[config.mk]
export PLATFORM = sky130hd
export DESIGN_NAME = ultrasonic_echo_ranger_top
export DESIGN_NICKNAME = d
export VERILOG_FILES = /design/src/hdl/uer_pkg.sv /design/src/hdl/ultrasonic_echo_ranger_top.sv
export SDC_FILE = /design/constraint.sdc
export NUM_CORES = 1
export LEC_CHECK = 0
export BUFFER_PORTS_ARGS = -buffer_cell sky130_fd_sc_hd__buf_2
export CORE_MARGIN = 2
export CORE_UTILIZATION = 55
export CTS_BUF_LIST = sky130_fd_sc_hd__clkbuf_8
export DETAILED_ROUTE_END_ITERATION = 8
export PLACE_DENSITY_LB_ADDON = 0.3
export SYNTH_ARGS = -nofsm -noshare
export SYNTH_HDL_FRONTEND = slang
export SYNTH_SLANG_ARGS = --single-unit
[constraint.sdc]
create_clock -name clk -period 7.7 [get_ports clk]
set_clock_uncertainty 0.2 [all_clocks]
set_input_delay 1.54 -clock clk [delete_from_list [all_inputs] [get_ports clk]]
set_output_delay 1.54 -clock clk [all_outputs]
set_load 0.005 [all_outputs]
[src/hdl/uer_pkg.sv]
// Package for the ultrasonic echo ranger: phase codes, register indexes,
// result layout and the constants of the distance scaling.
// No dependencies.
`timescale 1ns / 1ps

package uer_pkg;

  // Measurement phases; codes above MEASURE behave as idle
  typedef enum logic [2:0] {
    PH_IDLE      = 3'd0,
    PH_TRIG_LOW  = 3'd1,
    PH_TRIG_HIGH = 3'd2,
    PH_WAIT_OLD  = 3'd3,
    PH_WAIT_RISE = 3'd4,
    PH_MEASURE   = 3'd5
  } phase_t;

  // Configuration register indexes
  typedef enum logic [1:0] {
    CFG_TIMEOUT   = 2'd0,
    CFG_TRIG_LOW  = 2'd1,
    CFG_TRIG_HIGH = 2'd2
  } cfg_idx_t;

  localparam int unsigned TIMEOUT_W = 20;
  localparam int unsigned TRIG_W    = 8;
  localparam int unsigned CFG_W     = 20;
  localparam int unsigned DIST_W    = 15;

  localparam logic [TIMEOUT_W-1:0] TIMEOUT_RST   = 20'd12000;
  localparam logic [TRIG_W-1:0]    TRIG_LOW_RST  = 8'd2;
  localparam logic [TRIG_W-1:0]    TRIG_HIGH_RST = 8'd10;

  // floor(w / 58) as (w * ceil(2^27 / 58)) >> 27, exact for w below 2^21.
  // Widths at or above 32768 * 58 saturate the distance.
  localparam int unsigned     DIST_SHIFT = 27;
  localparam int unsigned     DIV_IN_W   = 21;
  localparam int unsigned     RECIP_W    = 22;
  localparam int unsigned     PROD_W     = DIV_IN_W + RECIP_W;
  localparam logic [RECIP_W-1:0] DIST_RECIP = 22'd2314099;
  localparam logic [31:0]     DIST_SAT_W = 32'd1900544;
  localparam logic [DIST_W-1:0] DIST_MAX = 15'h7FFF;

  // One result item; drive enable sits in bit 0
  typedef struct packed {
    logic              timed_out;
    logic [DIST_W-1:0] distance_cm;
    logic              done_res;
    logic              busy_res;
    logic              pin_level_out;
    logic              pin_drive_enable;
  } res_t;

  localparam int unsigned RES_W    = $bits(res_t);
  localparam int unsigned OUT_TD_W = 24;

endpackage

[src/hdl/ultrasonic_echo_ranger_top.sv]
// Top level of the ultrasonic echo ranger: trigger sequencer, echo width
// counter, distance scaling and result register. Depends on uer_pkg.
`timescale 1ns / 1ps
// Output: a result is loaded into the output register when its tick
//   request is accepted.
// Throughput: one tick request per cycle; the next tick is taken while the
//   previous result waits, as long as the output register is free or drains.
// Reset (synchronous, rst_n low): phase idle, counters cleared, registers
//   back to timeout 12000, trigger low 2, trigger high 10; output empty.

module ultrasonic_echo_ranger_top
  import uer_pkg::*;
#(
  parameter int unsigned COUNT_WIDTH = 20
) (
  input  logic                clk,
  input  logic                rst_n,
  // tick requests
  input  logic                in_tvalid,
  output logic                in_tready,
  input  logic [7:0]          in_tdata,   // [0] start_req, [1] echo_level
  // results
  output logic                out_tvalid,
  input  logic                out_tready,
  // [0] pin_drive_enable, [1] pin_level_out, [2] busy_res, [3] done_res,
  // [18:4] distance_cm, [19] timed_out
  output logic [OUT_TD_W-1:0] out_tdata,
  // configuration
  input  logic                cfg_wen,
  input  logic [1:0]          cfg_index,
  input  logic [CFG_W-1:0]    cfg_wdata
);

  localparam logic [31:0] CMAX = 32'((64'd1 << COUNT_WIDTH) - 64'd1);

  // configuration registers
  logic [TIMEOUT_W-1:0] timeout_r;
  logic [TRIG_W-1:0]    trig_low_r;
  logic [TRIG_W-1:0]    trig_high_r;

  // measurement state
  phase_t               phase_r, phase_nxt;
  logic [TRIG_W-1:0]    tc_r, tc_nxt;
  logic [COUNT_WIDTH-1:0] el_r, el_nxt;
  logic [COUNT_WIDTH-1:0] wc_r, wc_nxt;

  // result register
  logic                 out_valid_r;
  res_t                 res_r, res_nxt;

  logic                 in_fire;
  logic                 start_req, echo_level;

  logic [TRIG_W-1:0]    tc_inc;
  logic                 trig_low_end, trig_high_end;
  logic [COUNT_WIDTH-1:0] el_inc, wc_inc;
  logic [31:0]          tmo32, limit32;
  logic                 tmo_hit;

  logic [31:0]          w32;
  logic                 dist_sat;
  logic [PROD_W-1:0]    prod;
  logic [DIST_W-1:0]    dist_q;

  assign start_req  = in_tdata[0];
  assign echo_level = in_tdata[1];

  // Take a tick whenever the result register is empty or drains this cycle
  assign in_tready = !out_valid_r || out_tready;
  assign in_fire   = in_tvalid && in_tready;

  // Trigger counter wraps at 8 bits; a wrap to zero ends the pulse too;
  // a programmed length of zero acts as one tick
  assign tc_inc        = tc_r + 1'b1;
  assign trig_low_end  = (tc_inc >= trig_low_r) || (tc_inc == '0);
  assign trig_high_end = (tc_inc >= trig_high_r) || (tc_inc == '0);

  // Saturating counters
  assign el_inc = (&el_r) ? el_r : el_r + 1'b1;
  assign wc_inc = (&wc_r) ? wc_r : wc_r + 1'b1;

  // Timeout limit is clipped to what the elapsed counter can hold
  assign tmo32   = 32'(timeout_r);
  assign limit32 = (tmo32 < CMAX) ? tmo32 : CMAX;
  assign tmo_hit = 32'(el_inc) >= limit32;

  // Distance: reciprocal multiply, exact below the saturation width
  assign w32      = 32'(wc_r);
  assign dist_sat = w32 >= DIST_SAT_W;
  assign prod     = PROD_W'(w32[DIV_IN_W-1:0]) * PROD_W'(DIST_RECIP);
  assign dist_q   = dist_sat ? DIST_MAX : prod[DIST_SHIFT +: DIST_W];

  // Next state: a level that ends the current wait wins over the timeout
  always_comb begin
    phase_nxt = phase_r;
    tc_nxt    = tc_r;
    el_nxt    = el_r;
    wc_nxt    = wc_r;
    unique case (phase_r)
      PH_TRIG_LOW: begin
        tc_nxt = tc_inc;
        if (trig_low_end) begin
          phase_nxt = PH_TRIG_HIGH;
          tc_nxt    = '0;
        end
      end
      PH_TRIG_HIGH: begin
        tc_nxt = tc_inc;
        if (trig_high_end) begin
          phase_nxt = PH_WAIT_OLD;
          tc_nxt    = '0;
          el_nxt    = '0;
        end
      end
      PH_WAIT_OLD: begin
        el_nxt = el_inc;
        if (!echo_level) begin
          phase_nxt = PH_WAIT_RISE;
        end else if (tmo_hit) begin
          phase_nxt = PH_IDLE;
        end
      end
      PH_WAIT_RISE: begin
        el_nxt = el_inc;
        if (echo_level) begin
          wc_nxt    = COUNT_WIDTH'(1);
          phase_nxt = PH_MEASURE;
        end else if (tmo_hit) begin
          phase_nxt = PH_IDLE;
        end
      end
      PH_MEASURE: begin
        el_nxt = el_inc;
        if (!echo_level) begin
          phase_nxt = PH_IDLE;
        end else begin
          wc_nxt = wc_inc;
          if (tmo_hit) begin
            phase_nxt = PH_IDLE;
          end
        end
      end
      default: begin
        // idle and unused codes: heed a start request
        phase_nxt = PH_IDLE;
        if (start_req) begin
          phase_nxt = PH_TRIG_LOW;
          tc_nxt    = '0;
          el_nxt    = '0;
          wc_nxt    = '0;
        end
      end
    endcase
  end

  // Result of this tick, from the phase at its start
  always_comb begin
    res_nxt          = '0;
    res_nxt.busy_res = 1'b1;
    unique case (phase_r)
      PH_TRIG_LOW: begin
        res_nxt.pin_drive_enable = 1'b1;
      end
      PH_TRIG_HIGH: begin
        res_nxt.pin_drive_enable = 1'b1;
        res_nxt.pin_level_out    = 1'b1;
      end
      PH_WAIT_OLD: begin
        if (echo_level && tmo_hit) begin
          res_nxt.done_res  = 1'b1;
          res_nxt.timed_out = 1'b1;
        end
      end
      PH_WAIT_RISE: begin
        if (!echo_level && tmo_hit) begin
          res_nxt.done_res  = 1'b1;
          res_nxt.timed_out = 1'b1;
        end
      end
      PH_MEASURE: begin
        if (!echo_level) begin
          res_nxt.done_res    = 1'b1;
          res_nxt.distance_cm = dist_q;
        end else if (tmo_hit) begin
          res_nxt.done_res  = 1'b1;
          res_nxt.timed_out = 1'b1;
        end
      end
      default: begin
        res_nxt.busy_res = 1'b0;
      end
    endcase
  end

  // Configuration writes; indexes beyond the list are dropped
  always_ff @(posedge clk) begin
    if (!rst_n) begin
      timeout_r   <= TIMEOUT_RST;
      trig_low_r  <= TRIG_LOW_RST;
      trig_high_r <= TRIG_HIGH_RST;
    end else if (cfg_wen) begin
      unique case (cfg_index)
        CFG_TIMEOUT:   timeout_r   <= cfg_wdata[TIMEOUT_W-1:0];
        CFG_TRIG_LOW:  trig_low_r  <= cfg_wdata[TRIG_W-1:0];
        CFG_TRIG_HIGH: trig_high_r <= cfg_wdata[TRIG_W-1:0];
        default: ;
      endcase
    end
  end

  // Advance the state only on an accepted tick
  always_ff @(posedge clk) begin
    if (!rst_n) begin
      phase_r <= PH_IDLE;
      tc_r    <= '0;
      el_r    <= '0;
      wc_r    <= '0;
    end else if (in_fire) begin
      phase_r <= phase_nxt;
      tc_r    <= tc_nxt;
      el_r    <= el_nxt;
      wc_r    <= wc_nxt;
    end
  end

  // Output register: load on accept, clear valid once taken
  always_ff @(posedge clk) begin
    if (!rst_n) begin
      out_valid_r <= 1'b0;
    end else if (in_fire) begin
      out_valid_r <= 1'b1;
    end else if (out_tready) begin
      out_valid_r <= 1'b0;
    end
  end

  always_ff @(posedge clk) begin
    if (in_fire) begin
      res_r <= res_nxt;
    end
  end

  assign out_tvalid = out_valid_r;
  assign out_tdata  = OUT_TD_W'(res_r);

  // A finished measurement leaves the block idle
  a_done_idle: assert property (@(posedge clk) disable iff (!rst_n)
    in_fire && res_nxt.done_res |=> phase_r == PH_IDLE)
    else $error("phase not idle after done");

  // Timeout is only flagged with done and a zero distance
  a_tmo_done: assert property (@(posedge clk) disable iff (!rst_n)
    out_valid_r && res_r.timed_out |-> res_r.done_res && res_r.distance_cm == '0)
    else $error("timeout without done or with distance");

  // The pin is only driven during a measurement
  a_drive_busy: assert property (@(posedge clk) disable iff (!rst_n)
    out_valid_r && res_r.pin_drive_enable |-> res_r.busy_res && !res_r.done_res)
    else $error("pin driven outside trigger");

endmodule
== Word-level counts from Yosys, hierarchy flattened ==
Index checks and enable logic that the tools add are counted.

* Register bits after elaboration: 108
* Output and inout port bits: 26

* Add/subtract/negate cells: 3
* Multipliers: 1
* Magnitude comparators: 5
* Equal/unequal tests: 12
* Mux-type cells: 34
* Bitwise operators: 4
* Reductions and logical operators: 28

{| class="wikitable"
|+ Operators by type and width
! kind !! number
|-
| 20-bit 2-to-1 mux || 7
|-
| 20-bit case mux with 3 select lines || 2
|-
| 20-bit by 22-bit multiplier with 42-bit output (second input constant) || 1
|-
| 20-bit by 1-bit adder with 20-bit output (second input constant) || 2
|-
| 20-bit AND reduction || 2
|-
| 8-bit 2-to-1 mux || 3
|-
| 8-bit case mux with 3 select lines || 1
|-
| 20-bit by 21-bit >= comparator with 1-bit output (second input constant) || 1
|-
| 20-bit >= comparator || 1
|-
| 20-bit less-than comparator (second input constant) || 1
|-
| 3-bit 2-to-1 mux || 6
|-
| 8-bit >= comparator || 2
|-
| 15-bit 2-to-1 mux || 1
|-
| 3-bit case mux with 5 select lines || 1
|-
| 1-bit 2-to-1 mux || 11
|-
| 2-bit inequality test (second input constant) || 5
|-
| 3-bit nonzero test || 3
|-
| 8-bit by 1-bit adder with 8-bit output (second input constant) || 1
|-
| 8-bit zero test || 1
|-
| 3-bit by 2-bit equality test with 1-bit output (second input constant) || 2
|-
| 3-bit equality test (second input constant) || 2
|-
| 1-bit case mux with 3 select lines || 2
|-
| 2-bit AND reduction || 3
|-
| 3-bit AND reduction || 2
|-
| other kinds (14) || 24
|}

== Longest topological paths before layout ==
* Depth in word-level cells: 6
* Gate-level depth with buffers: 23

== Worst setup path after synthesis ==
No wires, ideal clock.

* Path type: register -> register
* Start: reg wc_r[14]
* End: reg res_r (netlist bit out_tdata[14]), data pin
* Library setup time: 0.266 ns
* Arrival: 6.003 ns
* Setup slack: 1.231 ns
* Cell stages (with the launch flop): 21
* Buffers on the path: 0
* Clock period less this slack: 6.469 ns
* Cells stage by stage: dfxtp_1 > inv_1 > fa_1 > inv_1 > ha_1 > or2_2 > fa_1 > fa_1 > fa_1 > fa_1 > fa_1 > ha_1 > a21oi_1 > o21ai_0 > a221oi_2 > nand3b_1 > o211ai_2 > a21oi_4 > a221oi_1 > xor2_1 > nor2_1

* Cells in the longest elaborated chain, start to end: 2

{| class="wikitable"
|+ RTL lines
! what !! line !! source
|-
| start, declared || ultrasonic_echo_ranger_top.sv:45 || <nowiki>logic [COUNT_WIDTH-1:0] wc_r, wc_nxt;</nowiki>
|-
| start signal, assigned || ultrasonic_echo_ranger_top.sv:222 || <nowiki>wc_r <= wc_nxt;</nowiki>
|-
| 20-bit by 22-bit multiplier with 42-bit output / 20-bit by 21-bit >= comparator with 1-bit output (equally long branches) || ultrasonic_echo_ranger_top.sv:90, ultrasonic_echo_ranger_top.sv:89 ||
|-
| 15-bit 2-to-1 mux * || ultrasonic_echo_ranger_top.sv:91 || <nowiki>assign dist_q = dist_sat ? DIST_MAX : prod[DIST_SHIFT +: DIST_W];</nowiki>
|-
| end signal, assigned || ultrasonic_echo_ranger_top.sv:239 || <nowiki>res_r <= res_nxt;</nowiki>
|-
| end, declared || ultrasonic_echo_ranger_top.sv:49 || <nowiki>res_t res_r, res_nxt;</nowiki>
|}

Mark *: on every way between the ends. The rest lies on a longest branch, timed or not.
A chain may end at the register's enable or synchronous reset.

== Worst setup path after layout ==
* Start: reg wc_r[14]
* End: reg res_r (netlist bit out_tdata[16]), data pin

The elaborated chain is that of the path after synthesis.

==> flow_metrics.py <==
metrics = {
    "outcome": {
        "status": "finished clean",
    },
    "drt": {
        "wl_met1_um": 13400,
        "drt_iter0_markers": 566,
        "vias_per_cell": 5.37,
        "met3_wirelength_um": 1470,
        "wl_met2_um": 13300,
        "top_layer": "met4",
        "drc": 0,
        "wire_per_inst_um": 15.8,
        "dr.pass1.iters": 5,
        "postRouteAntennaNets": 0,
        "vias": 9735,
        "routed_wl_um": 28700,
    },
    "clock_tree": {
        "insertion_delay_ns": 0.41,
        "clkTransAtPathRegs_ns": 0.13,
        "cts.path.max_buffers": 2,
        "root_buffer": "clkbuf_8",
        "htreeDepth": 3,
        "cts.sinks": 108,
        "ctsHoldBuffers": 0,
        "cts.repair.resized": 0,
        "post_cts_buffers": 0,
        "numCtsBuffers": 9,
        "cts_tree": "yes",
    },
    "power": {
        "vdd_ir_drop_max_mv": 0.117,
        "powerDensity_mw_per_mm2": 76.2,
        "finalPower_w": 0.00110,
        "pwr-share-seq_pct": 54.3,
        "p_int_w": 0.000787,
        "pwr-share-clk_pct": 38.3,
        "combPwrFrac_pct": 7.4,
        "netSwitchingPower_w": 0.000311,
        "p_leak_nw": 7.78,
        "p_sw_share_pct": 28.3,
    },
    "critical_path": {
        "cpLargestDelayFamily": "adder cells",
        "crit_type": "register to register",
        "critPathArrivalTime_ns": 7.22,
        "crit_top_cell": "fa_1",
        "crit_fanout": 7,
        "cp_cell_sequence": "inv_1 > fa_1 > inv_1 > ha_1 > or2_2 > fa_1 > fa_1 > fa_1 > fa_1 > fa_1 > ha_1 > a21oi_1 > o21ai_0 > a221oi_2 > nand3b_1 > o211ai_2 > o21ai_0 > a21oi_1 > xor2_1 > nor2_1",
        "worstPathRequired_ns": 7.63,
        "cp-end-kind": "register",
        "slowest_stage": "fa_1",
        "slowest_delay_ns": 0.65,
        "cp-start-kind": "register",
        "cp_num_buf_inv": 2,
    },
    "yosys": {
        "yosysTopAreaCellShare_pct": 24.3,
        "yosysTopAreaCell": "fa_1",
        "synthMuxAreaShare_pct": 1.48,
        "synth_area_mm2": 0.0136,
        "synth_adder_area_share_pct": 46.3,
        "synth_edf_count": 20,
        "synth_compound_area_share_pct": 9.81,
        "synthArstFlopShare_pct": 0,
        "ys_seq_area_share_pct": 17.4,
        "syn_inst": 1442,
        "yosys_warnings": 0,
        "synth-xor-area-share_pct": 3.40,
        "synth_top_flop_cell": "dfxtp_1",
        "synth-simple-area-share_pct": 12.0,
        "synth_cell_type_count": 74,
        "synth_top_family_by_area": "adder cells",
        "ys_ff_latch": 108,
        "synth_area_leaders": "fa_1, ha_1, dfxtp_1",
        "postSynthAreaPerCell_um2": 9.42,
    },
    "placed_design": {
        "io_buffers": 50,
        "gp_congestion": 0.921,
        "dp.cells": 1796,
        "place_area_mm2": 0.0142,
        "dp_hpwl_um": 24100,
    },
    "layout": {
        "antenna_cells": 0,
        "final_cell_mix": "inv_1, ha_1, fa_1",
        "multiInputGateArea_mm2": 0.00993,
        "nFillCells": 2103,
        "fin_area_mm2": 0.0144,
        "final_common_cell": "inv_1",
        "seq_area_mm2": 0.00236,
        "layout-drive-gt1-share_pct": 7.73,
        "area_delta_synth_final_pct": 6.09,
        "layout.nets": 1921,
        "fin_cells": 1812,
    },
    "floorplanning": {
        "coreArea_mm2": 0.0242,
        "start_util_pct": 56.0,
        "placementRows": 57,
        "io_pins": 61,
        "dieWidth_um": 161,
        "die-area_mm2": 0.0260,
        "die_height_um": 161,
    },
    "global_routing": {
        "grt.total_usage_pct": 23.4,
        "grt_max_degree": 48,
        "grt_pass1_vias": 9858,
        "grt_pass1_wl_um": 48500,
        "grt_overflow_total": 0,
        "antenna_found_initial": 0,
    },
    "sta": {
        "hold_viol": 0,
        "finalCritPeriodShare_pct": 94.8,
        "rsz0062_at_grt": "no",
        "drv_slew": 0,
        "worst_pin_slew_ns": 1.05,
        "final-setup-viol-count": 0,
        "relSlewSlack_pct": 30.1,
        "whs_ns": 0.277,
        "setup_tns_ns": 0,
        "post-route-min-period_ns": 7.30,
        "max_freq_ghz": 0.137,
    },
    "job": {
        "drv_cap": 0,
    },
    "hold_path": {
        "worstHoldPathType": "register to register",
    },
}
## final cells by class
type	count	area share (%)
Tap cell	324	2.81
Clock inverter	7	0.782
Inverter	304	7.92
Clock buffer	9	0.860
Multi-Input combinational cell	999	68.9
Timing Repair Buffer	61	2.31
Sequential cell	108	16.4
## cells in the mapped netlist, drive strengths merged (15+ instances only)
library cell / count
xor2: 15
nor2b: 17
inv: 304
mux2i: 19
a21oi: 56
nor2: 86
o21ai: 37
a21o: 18
fa: 165
clkbuf: 20
edfxtp: 20
nand4: 17
ha: 238
nand2: 90
dfxtp: 88
and2: 16
nand3: 34
xnor2: 36
## metal layers
metal / global-route usage, % / up-vias
met3: 4.06 / 34
met2: 37.9 / 232
met5: 0 / -
li1: - / 4786
met4: 5.72 / 0
met1: 32.8 / 4683
## state kept, by name, indices dropped and copies added (netlist names)
| register | flops |
|---|---|
| el_r | 20 |
| out_tdata | 20 |
| out_tvalid | 1 |
| phase_r | 3 |
| tc_r | 8 |
| timeout_r | 20 |
| trig_high_r | 8 |
| trig_low_r | 8 |
| wc_r | 20 |
## power groups by stage
stage	combinational, W	sequential [W]	clock, W
2_1_floorplan	0.0000571	0.000606	0
3_3_place_gp	0.0000794	0.000609	0
3_5_place_dp	0.0000808	0.000609	0
4_1_cts	0.0000818	0.000596	0.000426
5_1_grt	0.0000909	0.000598	0.000449
6_report	0.0000816	0.000596	0.000420
## stage by stage
stage          util, %  setup WS (ns)
6_report          59.4          0.403
5_1_grt           59.4         0.0479
4_1_cts           59.4          0.441
3_5_place_dp      58.4          0.492
3_3_place_gp      58.4          0.543
2_1_floorplan        -           1.23
## worst paths after layout
path / from / to / slack, ns / cells after the start
min reg2reg: timeout_r[2] / timeout_r[2] / 0.28 / 2
min: timeout_r[2] / timeout_r[2] / 0.28 / 2
max: wc_r[14] / out_tdata[16] / 0.40 / 20
max reg2reg: wc_r[14] / out_tdata[16] / 0.40 / 20
## cell families after synthesis
family | Yosys count
fa+ha+maj | 403
buf+inv | 338
simple gates | 323
compound gates | 198
flops | 108
xor+xnor | 51
mux | 20
other cells | 1
## tightest hold or removal path, cell delays in order (launching register included)
cell and delay (ns):
dfxtp_1 0.34, nand2_1 0.05, a21oi_1 0.05
(Power assumes the default switching activity.)
